File: src/design/shs_pkg.sv
// ----------------------------------------------------------------------------
// SHA-256 stream hash package
// Shared types, round constants and the SHA-256 bit functions.
// ----------------------------------------------------------------------------
package shs_pkg;

  typedef logic [31:0] word_t;

  // Sequencer states of the top level.
  typedef enum logic [2:0] {
    S_IDLE,
    S_MARK,
    S_ZERO,
    S_LENLO,
    S_ROUND,
    S_OUT
  } shs_state_t;

  // Control from the sequencer to the compression core.
  typedef struct packed {
    logic push;
    logic start;
    logic init;
  } shs_ctrl_t;

  localparam logic [7:0] PAD_BYTE = 8'h80;
  localparam int unsigned ROUNDS = 64;
  localparam int unsigned BLOCK_WORDS = 16;
  localparam int unsigned HASH_WORDS = 8;

  localparam word_t INIT_HASH [HASH_WORDS] = '{
    32'h6a09e667, 32'hbb67ae85, 32'h3c6ef372, 32'ha54ff53a,
    32'h510e527f, 32'h9b05688c, 32'h1f83d9ab, 32'h5be0cd19
  };

  localparam word_t ROUND_K [ROUNDS] = '{
    32'h428a2f98, 32'h71374491, 32'hb5c0fbcf, 32'he9b5dba5,
    32'h3956c25b, 32'h59f111f1, 32'h923f82a4, 32'hab1c5ed5,
    32'hd807aa98, 32'h12835b01, 32'h243185be, 32'h550c7dc3,
    32'h72be5d74, 32'h80deb1fe, 32'h9bdc06a7, 32'hc19bf174,
    32'he49b69c1, 32'hefbe4786, 32'h0fc19dc6, 32'h240ca1cc,
    32'h2de92c6f, 32'h4a7484aa, 32'h5cb0a9dc, 32'h76f988da,
    32'h983e5152, 32'ha831c66d, 32'hb00327c8, 32'hbf597fc7,
    32'hc6e00bf3, 32'hd5a79147, 32'h06ca6351, 32'h14292967,
    32'h27b70a85, 32'h2e1b2138, 32'h4d2c6dfc, 32'h53380d13,
    32'h650a7354, 32'h766a0abb, 32'h81c2c92e, 32'h92722c85,
    32'ha2bfe8a1, 32'ha81a664b, 32'hc24b8b70, 32'hc76c51a3,
    32'hd192e819, 32'hd6990624, 32'hf40e3585, 32'h106aa070,
    32'h19a4c116, 32'h1e376c08, 32'h2748774c, 32'h34b0bcb5,
    32'h391c0cb3, 32'h4ed8aa4a, 32'h5b9cca4f, 32'h682e6ff3,
    32'h748f82ee, 32'h78a5636f, 32'h84c87814, 32'h8cc70208,
    32'h90befffa, 32'ha4506ceb, 32'hbef9a3f7, 32'hc67178f2
  };

  function automatic word_t ror32(input word_t x, input int unsigned n);
    return (x >> n) | (x << (32 - n));
  endfunction

  function automatic word_t big_sigma0(input word_t x);
    return ror32(x, 2) ^ ror32(x, 13) ^ ror32(x, 22);
  endfunction

  function automatic word_t big_sigma1(input word_t x);
    return ror32(x, 6) ^ ror32(x, 11) ^ ror32(x, 25);
  endfunction

  function automatic word_t small_sigma0(input word_t x);
    return ror32(x, 7) ^ ror32(x, 18) ^ (x >> 3);
  endfunction

  function automatic word_t small_sigma1(input word_t x);
    return ror32(x, 17) ^ ror32(x, 19) ^ (x >> 10);
  endfunction

endpackage

File: src/design/shs_core.sv
// ----------------------------------------------------------------------------
// SHA-256 compression core
// Block buffer, message schedule, working variables and hash state; one
// round per cycle on a single shared round unit.
// ----------------------------------------------------------------------------
module shs_core import shs_pkg::*; (
  input  logic      clk,
  input  logic      rst,
  input  shs_ctrl_t ctrl,
  input  word_t     push_word,
  input  logic [2:0] rd_index,
  output word_t     rd_word,
  output logic      done
);

  // The block buffer doubles as the schedule window: the oldest word sits at
  // the bottom and every round shifts in the next schedule word at the top.
  word_t w [BLOCK_WORDS];
  word_t v [HASH_WORDS];
  word_t hash [HASH_WORDS];
  logic [5:0] rnd;
  logic running;
  logic finish;

  word_t sched;
  word_t t1;
  word_t t2;
  word_t shift_in;

  always_comb begin
    sched = small_sigma1(w[14]) + w[9] + small_sigma0(w[1]) + w[0];
    t1 = v[7] + big_sigma1(v[4]) + ((v[4] & v[5]) ^ (~v[4] & v[6])) + ROUND_K[rnd] + w[0];
    t2 = big_sigma0(v[0]) + ((v[0] & v[1]) ^ (v[0] & v[2]) ^ (v[1] & v[2]));
    shift_in = ctrl.push ? push_word : sched;
  end

  always_ff @(posedge clk) begin
    if (ctrl.push || running) begin
      for (int i = 0; i < BLOCK_WORDS - 1; i++) begin
        w[i] <= w[i + 1];
      end
      w[BLOCK_WORDS - 1] <= shift_in;
    end
  end

  always_ff @(posedge clk) begin
    if (rst) begin
      running <= 1'b0;
      finish <= 1'b0;
      done <= 1'b0;
      rnd <= '0;
      for (int i = 0; i < HASH_WORDS; i++) begin
        hash[i] <= INIT_HASH[i];
      end
    end else begin
      done <= finish;
      finish <= 1'b0;
      if (ctrl.init) begin
        for (int i = 0; i < HASH_WORDS; i++) begin
          hash[i] <= INIT_HASH[i];
        end
      end
      if (ctrl.start) begin
        for (int i = 0; i < HASH_WORDS; i++) begin
          v[i] <= hash[i];
        end
        running <= 1'b1;
        rnd <= '0;
      end else if (running) begin
        v[7] <= v[6];
        v[6] <= v[5];
        v[5] <= v[4];
        v[4] <= v[3] + t1;
        v[3] <= v[2];
        v[2] <= v[1];
        v[1] <= v[0];
        v[0] <= t1 + t2;
        rnd <= rnd + 6'd1;
        if (rnd == 6'(ROUNDS - 1)) begin
          running <= 1'b0;
          finish <= 1'b1;
        end
      end
      if (finish) begin
        for (int i = 0; i < HASH_WORDS; i++) begin
          hash[i] <= hash[i] + v[i];
        end
      end
    end
  end

  assign rd_word = hash[rd_index];

endmodule

File: src/design/sha256_stream_hash_unit.sv
// ----------------------------------------------------------------------------
// SHA-256 stream hash unit
// Hashes a message sent as big-endian 32-bit words and returns the digest.
// ----------------------------------------------------------------------------
// A word that does not complete a 16-word block is taken without a stall.
// The word that completes a block starts a compression on the single round
// unit: 64 rounds at one per cycle, then a fold into the hash state; in_ready
// stays low until that is done, so no word is taken while a block is
// compressed. The final word is followed by one padding word per cycle outside
// compressions (up to 18; one or two compressions), then the eight digest
// words are offered one per cycle while out_ready is high, index 0 first, with
// digest_last on index 7; after that the unit is back at its initial state.
// ----------------------------------------------------------------------------
module sha256_stream_hash_unit import shs_pkg::*; (
  input  logic        clk,
  input  logic        rst,
  input  logic        in_valid,
  output logic        in_ready,
  input  logic [31:0] message_word,
  input  logic [2:0]  valid_bytes,
  input  logic        final_word,
  output logic        out_valid,
  input  logic        out_ready,
  output logic [31:0] digest_word,
  output logic [2:0]  digest_index,
  output logic        digest_last
);

  shs_state_t state, state_next;
  shs_state_t ret_state, ret_state_next;
  logic [3:0] fill_count;
  logic [63:0] message_bits;
  logic [2:0] out_idx;

  shs_ctrl_t ctrl;
  word_t push_word;
  word_t padded_word;
  logic [2:0] nb;
  logic in_take;
  logic out_take;
  logic block_full;
  logic done;

  assign in_take = in_valid && in_ready;
  assign out_take = out_valid && out_ready;
  assign block_full = (fill_count == 4'd15);
  assign nb = (valid_bytes > 3'd4) ? 3'd4 : valid_bytes;

  // Valid bytes are kept and the marker byte follows them directly.
  always_comb begin
    case (nb)
      3'd0:    padded_word = {PAD_BYTE, 24'h0};
      3'd1:    padded_word = {message_word[31:24], PAD_BYTE, 16'h0};
      3'd2:    padded_word = {message_word[31:16], PAD_BYTE, 8'h0};
      3'd3:    padded_word = {message_word[31:8], PAD_BYTE};
      default: padded_word = message_word;
    endcase
  end

  // Next state.
  always_comb begin
    state_next = state;
    ret_state_next = ret_state;
    case (state)
      S_IDLE: begin
        if (in_take) begin
          if (!final_word) begin
            if (block_full) begin
              state_next = S_ROUND;
              ret_state_next = S_IDLE;
            end
          end else if (nb == 3'd4) begin
            state_next = block_full ? S_ROUND : S_MARK;
            ret_state_next = S_MARK;
          end else begin
            state_next = block_full ? S_ROUND : S_ZERO;
            ret_state_next = S_ZERO;
          end
        end
      end
      S_MARK: begin
        state_next = block_full ? S_ROUND : S_ZERO;
        ret_state_next = S_ZERO;
      end
      S_ZERO: begin
        if (fill_count == 4'd14) begin
          state_next = S_LENLO;
        end else if (block_full) begin
          state_next = S_ROUND;
          ret_state_next = S_ZERO;
        end
      end
      S_LENLO: begin
        state_next = S_ROUND;
        ret_state_next = S_OUT;
      end
      S_ROUND: begin
        if (done) begin
          state_next = ret_state;
        end
      end
      S_OUT: begin
        if (out_take && out_idx == 3'd7) begin
          state_next = S_IDLE;
        end
      end
      default: state_next = S_IDLE;
    endcase
  end

  // Outputs and core control.
  always_comb begin
    in_ready = 1'b0;
    out_valid = 1'b0;
    ctrl = '0;
    push_word = '0;
    case (state)
      S_IDLE: begin
        in_ready = 1'b1;
        ctrl.push = in_take;
        push_word = (final_word && nb != 3'd4) ? padded_word : message_word;
      end
      S_MARK: begin
        ctrl.push = 1'b1;
        push_word = {PAD_BYTE, 24'h0};
      end
      S_ZERO: begin
        ctrl.push = 1'b1;
        push_word = (fill_count == 4'd14) ? message_bits[63:32] : '0;
      end
      S_LENLO: begin
        ctrl.push = 1'b1;
        push_word = message_bits[31:0];
      end
      S_OUT: begin
        out_valid = 1'b1;
        ctrl.init = out_take && out_idx == 3'd7;
      end
      default: begin
      end
    endcase
    ctrl.start = ctrl.push && block_full;
  end

  always_ff @(posedge clk) begin
    if (rst) begin
      state <= S_IDLE;
      ret_state <= S_IDLE;
      fill_count <= '0;
      message_bits <= '0;
      out_idx <= '0;
    end else begin
      state <= state_next;
      ret_state <= ret_state_next;
      if (ctrl.push) begin
        fill_count <= fill_count + 4'd1;
      end
      if (in_take) begin
        message_bits <= message_bits +
                        (final_word ? 64'({nb, 3'b000}) : 64'd32);
      end
      if (out_take) begin
        out_idx <= out_idx + 3'd1;
        if (out_idx == 3'd7) begin
          message_bits <= '0;
        end
      end
    end
  end

  shs_core u_core (
    .clk       (clk),
    .rst       (rst),
    .ctrl      (ctrl),
    .push_word (push_word),
    .rd_index  (out_idx),
    .rd_word   (digest_word),
    .done      (done)
  );

  assign digest_index = out_idx;
  assign digest_last = (out_idx == 3'd7);

endmodule
File: config.mk
export PLATFORM = sky130hd
export DESIGN_NAME = sha256_stream_hash_unit
export DESIGN_NICKNAME = d
export VERILOG_FILES = /design/src/design/shs_pkg.sv /design/src/design/shs_core.sv /design/src/design/sha256_stream_hash_unit.sv
export SDC_FILE = /design/constraint.sdc
export NUM_CORES = 2
export LEC_CHECK = 0
export BUFFER_PORTS_ARGS = -buffer_cell sky130_fd_sc_hd__buf_2
export CAP_MARGIN = 25
export CORE_ASPECT_RATIO = 0.6
export CORE_MARGIN = 1.5
export CORE_UTILIZATION = 35
export CTS_BUF_LIST = sky130_fd_sc_hd__clkbuf_8
export DETAILED_ROUTE_END_ITERATION = 8
export PLACE_DENSITY_LB_ADDON = 0.2
export SETUP_SLACK_MARGIN = 0.4
export SLEW_MARGIN = 25
export SYNTH_ARGS = -nofsm -noshare
export SYNTH_HDL_FRONTEND = slang
export SYNTH_HIERARCHICAL = 1
export SYNTH_SLANG_ARGS = --single-unit
File: constraint.sdc
create_clock -name clk -period 18.8 [get_ports clk]
set_input_delay 0.94 -clock clk [delete_from_list [all_inputs] [get_ports clk]]
set_output_delay 0.94 -clock clk [all_outputs]
set_load 0.005 [all_outputs]
==> impl.org <==
** Run status
- The run finished with clean final reports.

** Layout
- Number of fill cells :: between 15,000 and 20,000
- Area growth from synthesis to layout :: 10.1%
- Multi-input gate area in the final layout :: roughly 35,000 sq um
- Measured on the finished design, the core utilization comes to 0.390.
- Area taken by flip-flops and latches :: roughly 32,000 sq um
- Fin nets :: ~7,300
- Ratio of cells with drive above 1 in the final layout :: 0.0930

** Clocking
- The number of gates resized after CTS was 0.
- TritonCTS buffer count :: around 190
- Maximum level of the CTS H-tree :: 4
- The root buffer cell chosen for the clock tree is clkbuf_8.
- The tree built by TritonCTS fans out to between 1,000 and 1,500 sinks.
- Counting along the longest clock path gives a buffer depth of 4.
- TritonCTS built the clock tree.
- Clock slew at the register clock pins of the worst setup and hold paths :: 0.06 ns
- The clock reaches the later pin of the worst-skew pair after between 0.9 and 1 ns.
- Number of setup buffers added after CTS :: 0
- In this run, post-CTS hold repair placed 0 buffers.

** Synth
- Yosys printed 6 warnings.
- Among all cell types in the netlist, the one instantiated most often is nand2_1.
- Mapped Nets :: between 7,000 and 8,000
- Counting flops with an async set or reset pin after synthesis yields a share of 0.
- Sequential-to-total area share from yosys stat :: 0.460
- Post-synth design cell area :: approximately 70,000 sq um
- The share of synthesized area in the top cell type comes to 0.427.
- Number of flip-flops and latches in the synthesized netlist :: 1,107
- Number of enable flip-flop cells after synthesis :: between 900 and 1,000
- The synthesized netlist contains ~110 unique library cells.
- Top post-synthesis cells by count :: nand2_1 (1,035), edfxtp_1 (992), ha_1 (397), o21ai_0 (379), nor2_1 (377)
- Area leader, netlist :: edfxtp_1
- Post-Synthesis Cells :: between 6,000 and 7,000
- After synthesis, the cell types taking the most area are edfxtp_1 (43%), ha_1 (7.1%), fa_1 (5.6%).
- In this run the mean area of a mapped cell was about 11 sq um.
- Ys flop type :: edfxtp_1

** Critical path
- Startpoint-to-endpoint class of the critical path :: flip-flop to flip-flop
- In this design, the stage delay of the slowest critical-path cell is 0.75 ns.
- The critical path starts at u_core/rnd[1].
- Element type at the critical path start :: flip-flop
- Sort of element at the end of the critical path :: flip-flop
- At the worst endpoint, the arrival time is approximately 11 ns.
- Along the worst path, the maximum fanout reaches 24.
- Highest-delay cell along the critical path :: a2111oi_2
- Cell mode on critical path :: inv_1
- Endpoint of the worst-slack reg-to-reg timing path :: u_core/v[1][31]
- Startpoint of the worst-slack reg-to-reg timing path :: u_core/rnd[1]
- Required time of the critical path :: 19.46 ns
- For the worst flop-to-flop path, the logic depth is 32.
- The setup check on the worst reg-to-reg path leaves a slack of 7.98 ns.

** Timing
- Dividing the final minimum period by the clock period gives 0.575.
- Clock skew on the completed layout was measured at roughly 0.11 ns.
- For this run, the top clock speed supported by timing is between 90 and 100 MHz.
- Final setup viols :: 0
- WHS :: 0.385 ns
- The worst pin sits at a relative slew slack of 0.187.
- Hold Fails Final Rpt :: 0
- For the final routed database, the setup TNS stands at 0 ns.
- Setup repair after global routing missed its margin :: no
- Transition time at the pin with the least slew margin :: between 1 and 1.5 ns
- The count of final max-slew check failures was 0.
- Post-route setup slack :: 7.98 ns
- Clock period minus worst slack :: around 11 ns

** Floorplanning
- For this configuration, the core starts out at a cell density of 0.354.
- Cell row count :: 126
- The die covers 202,000 sq um.
- The die is around 580 um wide.
- Total I/O pin count :: 78
- The floorplan step defined a core boundary enclosing between 150,000 and 200,000 sq um.
- DIE HEIGHT :: 349 um

** Detailed routing
- After detailed routing, the number of vias per cell comes to roughly 5.7.
- Total wire length :: ~260,000 um
- Once detail routing completed, the nets flagged for antenna violations numbered 0.
- Drt pass-1 iters :: 9
- For this block, the initial DRC count from the detailed router was 7,081.
- Residual DRC :: 0
- Vias after detailed routing :: between 50,000 and 60,000
- Wire length per cell after detailed routing :: ~27 um

** Placement
- HPWL after DPL :: 197,000 um
- Buffers placed on the I/O ports in this run total 77.
- Final GP Congestion :: ~0.99
- Place WS :: roughly 8.4 ns

** Pwr
- Overall Power :: 0.00890 W
- Net switching fraction of the power :: 0.386
- VDD sags by at most 195 uV.
- For this design the static power due to leakage is a little under 30 nW.
- Clock power frac :: 0.242
- PwrDens :: roughly 120 nW/um^2
- Net switching power of the design :: 0.00343 W
- Fraction of power consumed by sequential logic :: 0.356
- Internal power comes to about 0.0055 W.
- Share of total power in combinational logic :: 0.402

** Job
- Max-cap violations in this run came to 0.

** Global routing
- Global router's overall resource usage :: 0.246
- The number of antenna violations at the first check in global routing is 19.
- Number of global-route vias before repair :: ~49,000
- Entering global routing, the biggest net connects 191 pins.
- For this run the aggregate overflow at the end of global routing stands at 0.
- First-pass GRT wire length :: 361,000 um

** Worst hold path
- HP Start :: u_core/w[0][219]
- In this run the worst hold path is classified as flip-flop to flip-flop.
- Hold Crit Endpoint :: u_core/w[0][187]
- Along the worst hold path, the cell count comes to 0.
[routing by layer]
layer / part of all wire / vias up / track usage
li1: - / 24091 / -
met1: 0.52 / 26660 / 0.415
met2: 0.34 / 2482 / 0.284
met3: 0.13 / 235 / 0.0880
met4: 0.014 / 4 / 0.0401
met5: 0.00012 / - / 0
[stage by stage]
stage / cells / area (sq um)
global placement: 9127 / 73300
finish: 9456 / 76900
global route: 9453 / 76900
detailed placement: 9129 / 73300
CTS: 9450 / 76800
floorplan: 6609 / 69800
[final cells by class]
cell class | count | area share
inverter | 353 | 0.0173
multi-input combinational | 4864 | 0.461
antenna | 4 | 0.000130
tap | 2624 | 0.0427
clock buffer | 210 | 0.0376
timing repair buffer | 183 | 0.0161
clock inverter | 111 | 0.00796
sequential | 1107 | 0.417
[power by group through the flow]
stage	registers, W	logic [W]	clock network (W)
global placement	0.00321	0.00344	0
global route	0.00318	0.00391	0.00232
floorplan	0.00313	0.00244	0
detailed placement	0.00321	0.00344	0
finish	0.00317	0.00358	0.00215
CTS	0.00316	0.00349	0.00222
[cells by family (layout without fill, tap and decap cells)]
| kind of cell | after synthesis | after routing | share of synthesized area |
|---|---|---|---|
| AOI/OAI and AO/OA | 1495 | 1495 | 0.138 |
| xor gates and xnor gates | 565 | 565 | 0.0711 |
| adders and majority gates | 597 | 597 | 0.128 |
| buffers and inverters | 638 | 857 | 0.0345 |
| DFF | 1107 | 1107 | 0.460 |
| muxes | 157 | 157 | 0.0361 |
| other | 0 | 4 | 0 |
| and+or+nand+nor | 2050 | 2050 | 0.133 |
[worst max-delay path: cells and delay by family (launching register included)]
kind	cells	cell delay, ns
compound gates	11	3.77
xor+xnor	2	0.36
fa+ha+maj	6	2.35
buf+inv	6	1.51
flops	1	0.29
mux	1	0.26
simple gates	6	1.99
[worst max-delay path by stage]
stage                      endpoint  slack (ns)
detailed placement  u_core/v[0][30]        8.38
global route        u_core/v[0][30]        7.49
global placement    u_core/v[0][30]        8.24
finish              u_core/v[1][31]        7.98
CTS                 u_core/v[0][30]        8.29
floorplan            u_core/v[0][0]        5.95
[flip-flops by register name (all words and copies together), names as in the netlist]
signal,cells
u_core/w,512
u_core/hash,256
u_core/v,256
message_bits,61
u_core/rnd,6
fill_count,4
digest_index,3
ret_state,3
state,3
u_core/done,1
u_core/finish,1
u_core/running,1
[layout by cell type (no fill, tap or decap), types with 29 or more instances in the layout]
cell and n:
nand3_1 110, a21oi_1 371, o31ai_1 36, buf_2 77, o21bai_1 33, or3_1 47, inv_1 394, nand2b_1 79
edfxtp_1 992, o21a_1 46, dfxtp_1 109, nor3_1 113, ha_1 397, nor2_1 373, buf_4 102, mux2i_1 29
a31oi_1 48, xnor2_1 370, clkinv_1 33, mux4_2 70, and3_1 30, nand4_1 39, xor2_1 194, fa_1 196
a21o_1 210, nor3b_1 38, nor2b_1 47, nand2_1 1034, a211oi_1 62, clkbuf_8 210, o211ai_1 37, mux2_2 57
o21ai_0 376
No activity file was read; power rests on OpenSTA's default activity.
